`config.mk`:
```
export PLATFORM = sky130hd
export DESIGN_NAME = soft_timer_bank
export DESIGN_NICKNAME = d
export VERILOG_FILES = /design/src/design/stb_pkg.sv /design/src/design/soft_timer_bank.sv
export SDC_FILE = /design/constraint.sdc
export NUM_CORES = 2
export LEC_CHECK = 0
export BUFFER_PORTS_ARGS = -buffer_cell sky130_fd_sc_hd__buf_4
export CAP_MARGIN = 25
export CORE_MARGIN = 3
export CORE_UTILIZATION = 60
export DETAILED_ROUTE_END_ITERATION = 8
export PLACE_DENSITY_LB_ADDON = 0.25
export SYNTH_ARGS = -nofsm -noshare
export SYNTH_HDL_FRONTEND = slang
export SYNTH_SLANG_ARGS = --single-unit
```
`constraint.sdc`:
```
create_clock -name clk -period 14 [get_ports clk]
set_clock_uncertainty 0.1 [all_clocks]
set_input_delay 0.7 -clock clk [delete_from_list [all_inputs] [get_ports clk]]
set_output_delay 0.7 -clock clk [all_outputs]
set_load 0.01 [all_outputs]
```
`src/design/stb_pkg.sv`:
```
`default_nettype none

package stb_pkg;

    // Request field widths
    localparam int OP_W      = 3;
    localparam int INDEX_W   = 3;
    localparam int TICK_W    = 16;
    localparam int MS_W      = 32;
    localparam int MASK_W    = 8;

    // Width used to compare a timer index against timer positions
    localparam int SEL_W     = 6;

    // Operation codes
    typedef enum logic [OP_W-1:0] {
        OP_TICK        = 3'd0,
        OP_START       = 3'd1,
        OP_STOP        = 3'd2,
        OP_RESTART     = 3'd3,
        OP_FORCE       = 3'd4,
        OP_SET_TIMEOUT = 3'd5
    } stb_op_t;

endpackage

`default_nettype wire

```
`src/design/soft_timer_bank.sv`:
```
`default_nettype none

// Channel   Handshake                  Payload
// -------   -------------------------  ----------------------------------------------
// in        in_valid / in_stall        opcode, timer_index, tick_ms, timeout_value
// out       out_valid / out_stall      now_ms, enabled_mask, expired_mask
//
// From acceptance to result a request passes the input register; then the timer
// update and status masks are registered into the result register.
// A new request is accepted every cycle while the result side keeps up; the
// tick path (32-bit add, then one subtract-compare per timer) sets the cycle.
// Reset clears the counter, all stamps, timeouts, enable and expired bits.
// A stalled result holds; in_stall rises only when the input register is full
// and cannot move on.

module soft_timer_bank #(
    parameter int NUM_TIMERS = 8
) (
    input  wire logic                          clk,
    input  wire logic                          rst_n,
    input  wire logic                          in_valid,
    output logic                               in_stall,
    input  wire logic [stb_pkg::OP_W-1:0]      opcode,
    input  wire logic [stb_pkg::INDEX_W-1:0]   timer_index,
    input  wire logic [stb_pkg::TICK_W-1:0]    tick_ms,
    input  wire logic [stb_pkg::MS_W-1:0]      timeout_value,
    output logic                               out_valid,
    input  wire logic                          out_stall,
    output logic [stb_pkg::MS_W-1:0]           now_ms,
    output logic [stb_pkg::MASK_W-1:0]         enabled_mask,
    output logic [stb_pkg::MASK_W-1:0]         expired_mask
);

    import stb_pkg::*;

    localparam int MASK_N = (NUM_TIMERS < MASK_W) ? NUM_TIMERS : MASK_W;

    // Input register
    logic                 in_valid_reg;
    logic [OP_W-1:0]      opcode_reg;
    logic [INDEX_W-1:0]   timer_index_reg;
    logic [TICK_W-1:0]    tick_ms_reg;
    logic [MS_W-1:0]      timeout_value_reg;

    // Timer state
    logic [MS_W-1:0]       ms_counter_reg;
    logic [MS_W-1:0]       ms_counter_next;
    logic [MS_W-1:0]       start_stamp_reg   [NUM_TIMERS];
    logic [MS_W-1:0]       start_stamp_next  [NUM_TIMERS];
    logic [MS_W-1:0]       timeout_reg       [NUM_TIMERS];
    logic [MS_W-1:0]       timeout_next      [NUM_TIMERS];
    logic [NUM_TIMERS-1:0] enable_reg;
    logic [NUM_TIMERS-1:0] enable_next;
    logic [NUM_TIMERS-1:0] expired_reg;
    logic [NUM_TIMERS-1:0] expired_next;

    // Result register
    logic                 out_valid_reg;
    logic [MS_W-1:0]      now_ms_reg;
    logic [MASK_W-1:0]    enabled_mask_reg;
    logic [MASK_W-1:0]    expired_mask_reg;
    logic [MASK_W-1:0]    en_mask_next;
    logic [MASK_W-1:0]    ex_mask_next;

    logic                 advance;
    logic [MS_W-1:0]      sum;
    logic [MS_W-1:0]      stamp_now;

    // Handshake: the input register moves on when the result slot is empty or its result is taken
    assign advance   = in_valid_reg && (!out_valid_reg || !out_stall);
    assign in_stall  = in_valid_reg && !advance;
    assign out_valid = out_valid_reg;
    assign now_ms       = now_ms_reg;
    assign enabled_mask = enabled_mask_reg;
    assign expired_mask = expired_mask_reg;

    // Counter advance, skipping zero
    assign sum       = ms_counter_reg + MS_W'(tick_ms_reg);
    assign stamp_now = (ms_counter_reg == '0) ? MS_W'(1) : ms_counter_reg;

    // Next timer state for the request in the input register
    always_comb
    begin
        ms_counter_next = ms_counter_reg;
        enable_next     = enable_reg;
        expired_next    = expired_reg;
        for (int i = 0; i < NUM_TIMERS; i++)
        begin
            start_stamp_next[i] = start_stamp_reg[i];
            timeout_next[i]     = timeout_reg[i];
        end

        if (opcode_reg == OP_TICK)
        begin
            ms_counter_next = (sum == '0) ? MS_W'(1) : sum;
            for (int i = 0; i < NUM_TIMERS; i++)
            begin
                // wrap-safe elapsed time against the timeout
                if (enable_reg[i] && !expired_reg[i]
                    && ((ms_counter_next - start_stamp_reg[i]) >= timeout_reg[i]))
                begin
                    expired_next[i]     = 1'b1;
                    start_stamp_next[i] = '0;
                end
            end
        end
        else
        begin
            for (int i = 0; i < NUM_TIMERS; i++)
            begin
                if (SEL_W'(timer_index_reg) == SEL_W'(i))
                begin
                    case (opcode_reg)
                        OP_START:
                        begin
                            enable_next[i]      = 1'b1;
                            start_stamp_next[i] = stamp_now;
                            expired_next[i]     = 1'b0;
                        end
                        OP_STOP:
                        begin
                            enable_next[i] = 1'b0;
                        end
                        OP_RESTART:
                        begin
                            start_stamp_next[i] = stamp_now;
                            expired_next[i]     = 1'b0;
                        end
                        OP_FORCE:
                        begin
                            expired_next[i]     = 1'b1;
                            start_stamp_next[i] = '0;
                        end
                        OP_SET_TIMEOUT:
                        begin
                            timeout_next[i] = timeout_value_reg;
                        end
                        default:
                        begin
                        end
                    endcase
                end
            end
        end
    end

    // Status masks from the updated state
    always_comb
    begin
        en_mask_next = '0;
        ex_mask_next = '0;
        for (int k = 0; k < MASK_N; k++)
        begin
            en_mask_next[k] = enable_next[k];
            ex_mask_next[k] = enable_next[k] && expired_next[k];
        end
    end

    // Input register control
    always_ff @(posedge clk or negedge rst_n)
    begin
        if (!rst_n)
        begin
            in_valid_reg <= 1'b0;
        end
        else if (!in_stall)
        begin
            in_valid_reg <= in_valid;
        end
    end

    // Input register payload
    always_ff @(posedge clk)
    begin
        if (in_valid && !in_stall)
        begin
            opcode_reg        <= opcode;
            timer_index_reg   <= timer_index;
            tick_ms_reg       <= tick_ms;
            timeout_value_reg <= timeout_value;
        end
    end

    // Timer state update
    always_ff @(posedge clk or negedge rst_n)
    begin
        if (!rst_n)
        begin
            ms_counter_reg <= '0;
            enable_reg     <= '0;
            expired_reg    <= '0;
            for (int i = 0; i < NUM_TIMERS; i++)
            begin
                start_stamp_reg[i] <= '0;
                timeout_reg[i]     <= '0;
            end
        end
        else if (advance)
        begin
            ms_counter_reg <= ms_counter_next;
            enable_reg     <= enable_next;
            expired_reg    <= expired_next;
            for (int i = 0; i < NUM_TIMERS; i++)
            begin
                start_stamp_reg[i] <= start_stamp_next[i];
                timeout_reg[i]     <= timeout_next[i];
            end
        end
    end

    // Result register control
    always_ff @(posedge clk or negedge rst_n)
    begin
        if (!rst_n)
        begin
            out_valid_reg <= 1'b0;
        end
        else if (advance)
        begin
            out_valid_reg <= 1'b1;
        end
        else if (!out_stall)
        begin
            out_valid_reg <= 1'b0;
        end
    end

    // Result register payload
    always_ff @(posedge clk)
    begin
        if (advance)
        begin
            now_ms_reg       <= ms_counter_next;
            enabled_mask_reg <= en_mask_next;
            expired_mask_reg <= ex_mask_next;
        end
    end

endmodule

`default_nettype wire

```
Word-level counts from Yosys, hierarchy flattened
Index checks and enable logic that the tools add are counted.
Widths: inputs -> output; s select.

operators by class
  $add $sub $neg = 9
  $lt $le $gt $ge = 8
  equality and inequality tests = 21
  mux-type cells = 65
  bitwise gates (word level) = 1
  reductions and logical operators = 70

operators by type and width
  cell                number
  $mux 32             19
  $ge 32x32->1        8
  $mux 256            1
  $sub 32x32->32      8
  $logic_not 32->1    2
  $pmux 32 s2         1
  $reduce_and 4->1    16
  $add 32x16->32      1
  $pmux 1 s2          16
  $logic_and 1x1->1   27
  $mux 1              26
  $eq 3x3->1 const B  6
  $ne 2x1->1 const B  9
  $mux 8              2
  $reduce_bool 2->1   8
  $eq 3x2->1 const B  4
  $logic_not 1->1     12
  $eq 3x1->1 const B  2
  $logic_not 3->1     2
  $reduce_bool 3->1   1
  $reduce_or 2->1     1
  $logic_or 1x1->1    1
  $not 1->1           1

storage, ports and cells
  register bits = 664
  input port bits = 58
  output and inout bits = 50

Logic depth before layout (Yosys ltp)
  word-level depth = 9
  depth in mapped cells = 36
  depth with buffers taken out = 35

Least setup slack after synthesis
Ideal clock, no wire load.

  path kind = flip-flop to flip-flop
  start = register ms_counter_reg[0]
  end = register start_stamp_reg[225] (netlist name)
  setup time = 0.125 ns
  data arrival time = 7.971 ns
  required time = 13.775 ns
  path slack = 5.804 ns
  stages on the path, launching flop included = 32
  buffers on the path = 1
  period minus slack after synthesis = 8.196 ns
  cell sequence = dfrtp_1 -> ha_1 -> fa_1 -> a211oi_1 -> o21ai_0 -> o2111ai_1 -> nand2_1 -> a211oi_1 -> or4b_1 -> nor4_1 -> and4_1 -> a41oi_2 -> ha_1 -> inv_1 -> fa_1 -> a211oi_1 -> o211ai_1 -> a41o_1 -> a221o_1 -> a21oi_1 -> o31ai_1 -> a21o_1 -> a21o_1 -> a21oi_1 -> xnor2_1 -> ha_1 -> nand4_1 -> or2_2 -> or4b_2 -> nand3_1 -> buf_2 -> mux2_2

on the way
  word-level cells in the longest chain between the ends = 8

ends and longest elaborated chain
  item                           RTL line                source
  start, declared                soft_timer_bank.sv:46   logic [MS_W-1:0] ms_counter_reg;
  start signal, assigned         soft_timer_bank.sv:200  ms_counter_reg <= ms_counter_next;
  $add 32x16->32                 soft_timer_bank.sv:78   assign sum = ms_counter_reg + MS_W'(tick_ms_reg);
  $logic_not 32->1               soft_timer_bank.sv:95   ms_counter_next = (sum == '0) ? MS_W'(1) : sum;
  $mux 32                        soft_timer_bank.sv:95
  $sub 32x32->32                 soft_timer_bank.sv:100  && ((ms_counter_next - start_stamp_reg[i]) >= timeout_reg[i]))
  $ge 32x32->1                   soft_timer_bank.sv:100
  $logic_and 1x1->1              soft_timer_bank.sv:100
  $ne 2x1->1 (no line)           --
  $reduce_and 4->1 (no line)     --
  end signal, assigned by index  soft_timer_bank.sv:205  start_stamp_reg[i] <= start_stamp_next[i];
  end, declared                  soft_timer_bank.sv:48   logic [MS_W-1:0] start_stamp_reg [NUM_TIMERS];

Parallel ways exist; a longest one is shown, timed or not. The select of a mux whose other input is x is not followed.
A chain may end at the register's enable or synchronous reset.

Worst setup path in the final report
  start = register ms_counter_reg[0]
  end = register start_stamp_reg[67] (netlist name)

Same word-level chain as after synthesis.

==> out/metrics.yaml <==
clocking:
  cts_made_buffers: 76
  cts_tree: "yes"
  clkSlewWorstSetupHoldPaths_ns: 0.06
  post_cts_buffers: 0
  clk_latency_ns: 0.63
  cts_sinks: 664
  ctsResizeCount: 0
  cts-htree-levels: 3
  root_buffer: "clkbuf_16"
  cts_buffer_depth: 3
  hold_buffers: 0
timing:
  hold_viol: 0
  relSlewSlack_pct: 28.5
  drv_slew: 0
  tns_ns: 0
  tightest_slew_ns: 1.06
  clock.fmax_mhz: 90.3
  setup_viol: 0
  fin_crit_ns: 11.08
  rsz0062_at_grt: "no"
  post-route-period-util_pct: 79.1
placed_design:
  port_buffers: 107
  hpwl_um: 93700
  post-place-cells: 5871
  gp_congestion: 0.936
drt:
  via_count: 36500
  post_drt_wl_per_cell_um: 20.7
  viasPerCell: 6.07
  first_pass_iters: 6
  drt_iter0_markers: 3131
  ant_nets: 0
  route.detailed.drc: 0
  routed_wl_um: 124000
global_route:
  grt_pass1_vias: 35700
  gr-total-overflow: 0
  groute.usage.overall_pct: 31.5
  antenna_found_initial: 0
  grt_pass1_wl_um: 195000
  grt_max_degree: 105
die:
  ios: 108
  die_width_um: 281
  core_sq_um: 74600
  start_util_pct: 60.7
  placementRows: 100
  dieHeight_um: 281
  die_area_sq_um: 78800
worst_setup_path:
  critPathKind: "flop to flop"
  worstPathArrival_ns: 11.49
  crit_path_frequent_cell: "ha_1"
  crit_required_ns: 14.41
  worst_setup_path_start_kind: "flop"
  critPathCaptureType: "flop"
  crit_path_max_fanout: 32
  cp_slowest_cell: "nor4b_1"
  max_stage_delay_ns: 0.93
yosys:
  synth-edff-count: 102
  syn_nets: 5546
  synth_common_cells: "568 x inv_1, 562 x dfrtp_1, 528 x ha_1"
  synth_seq_cells: 664
  synthTopCellsByArea: "dfrtp_1 31%, ha_1 15%, edfxtp_1 6.8%"
  yosysMostFrequentCell: "inv_1"
  ys_warn_count: 0
  synth_cell_types: 84
  synth_area_sq_um: 45300
  async_flop_share_pct: 84.6
  avgSynthCellArea_sq_um: 9.14
  yosys.area.top_type: "dfrtp_1"
  yosysSeqAreaShare_pct: 37.8
  synth_top_area_share_pct: 31.1
  postSynthCellCount: 4951
  synth_ff_type: "dfrtp_1"
worst_hold_path:
  hp-class: "primary input to asynchronous set/reset pin"
cells_and_area:
  nets: 5577
  nFillCells: 6053
  drive_above_1_share_pct: 9.35
  fin_cells: 6010
  area_growth_pct: 9.59
run_status:
  status: "complete, no violations"
run:
  drv_cap: 0
[worst paths after layout]
check,depth (start not counted),start,endpoint,slack (ns)
max,33,ms_counter_reg[0],start_stamp_reg[67],2.92
max in group asynchronous,3,rst_n,enable_reg[0],11.56
min reg2reg,1,in_valid_reg,out_valid,0.39
min,1,rst_n,timeout_reg[7],0.006
min in group clk,1,tick_ms[13],tick_ms_reg[13],0.14
max reg2reg,33,ms_counter_reg[0],start_stamp_reg[67],2.92
[area by class of cell]
class,count,area [sq um],area share (%)
sequential,664,17100,34.5
clock inverter,30,378,0.762
clock buffer,105,2140,4.32
inverter,569,2140,4.31
tap,969,1210,2.44
timing repair buffer,173,1380,2.78
multi-input combinational,3498,25200,50.9
antenna,2,5.00,0.0101
[logic make-up after synthesis]
| logic type | Yosys count | share of synthesized area (%) |
|---|---|---|
| AO/OA/AOI/OAI | 1356 | 19.4 |
| XOR/XNOR | 289 | 5.61 |
| adder cells (fa/ha/maj) | 537 | 15.0 |
| buffers and inverters | 789 | 6.81 |
| flip-flops | 664 | 37.8 |
| multiplexers | 115 | 2.86 |
| AND/OR/NAND/NOR | 1201 | 12.5 |
[critical path, delay by kind of cell (launching register included)]
| kind | cells | cell delay, ns |
|---|---|---|
| buf+inv | 3 | 0.63 |
| compound gates | 14 | 3.88 |
| flops | 1 | 0.42 |
| fa+ha+maj | 5 | 1.43 |
| simple gates | 9 | 3.46 |
| xor+xnor | 2 | 0.98 |
[metrics by stage]
step	hold slack, ns	util [%]	area, sq um	worst slack, ns
after floorplan	0.304	-	45300	5.80
after global placement	0.364	63.0	47000	3.06
after detailed placement	0.374	63.1	47000	2.98
after CTS	0.0356	66.4	49600	2.89
after global routing	0.0768	66.5	49600	2.43
final	0.00633	66.5	49600	2.92
[cell usage in the layout, fill, tap and decap left out, drive strengths merged, types with 15 or more instances in the layout]
master,count
inv,570
dfrtp,562
ha,528
nand2,525
o21ai,437
a21oi,264
a21o,208
nor2,200
xnor2,192
buf,173
mux2,114
clkbuf,105
edfxtp,102
a32o,97
xor2,97
o22ai,67
nand4,65
nor3,62
nor2b,59
nand3,56
nand2b,54
and2,49
o21a,41
o21bai,36
a211oi,29
and3,26
nor4,25
a31oi,25
o211ai,23
or3,20
or2,16
clkinv,16
and4,15
o31ai,15
[per-layer routing]
layer,wire length (um),GRT usage [%]
met1,54700,42.9
met2,57500,51.8
met3,7470,4.01
met4,4550,11.4
met5,0,0
Power is left out: the tool's default activity adds up to more than one toggle a clock period on the data nets, which glitch-free logic cannot reach.
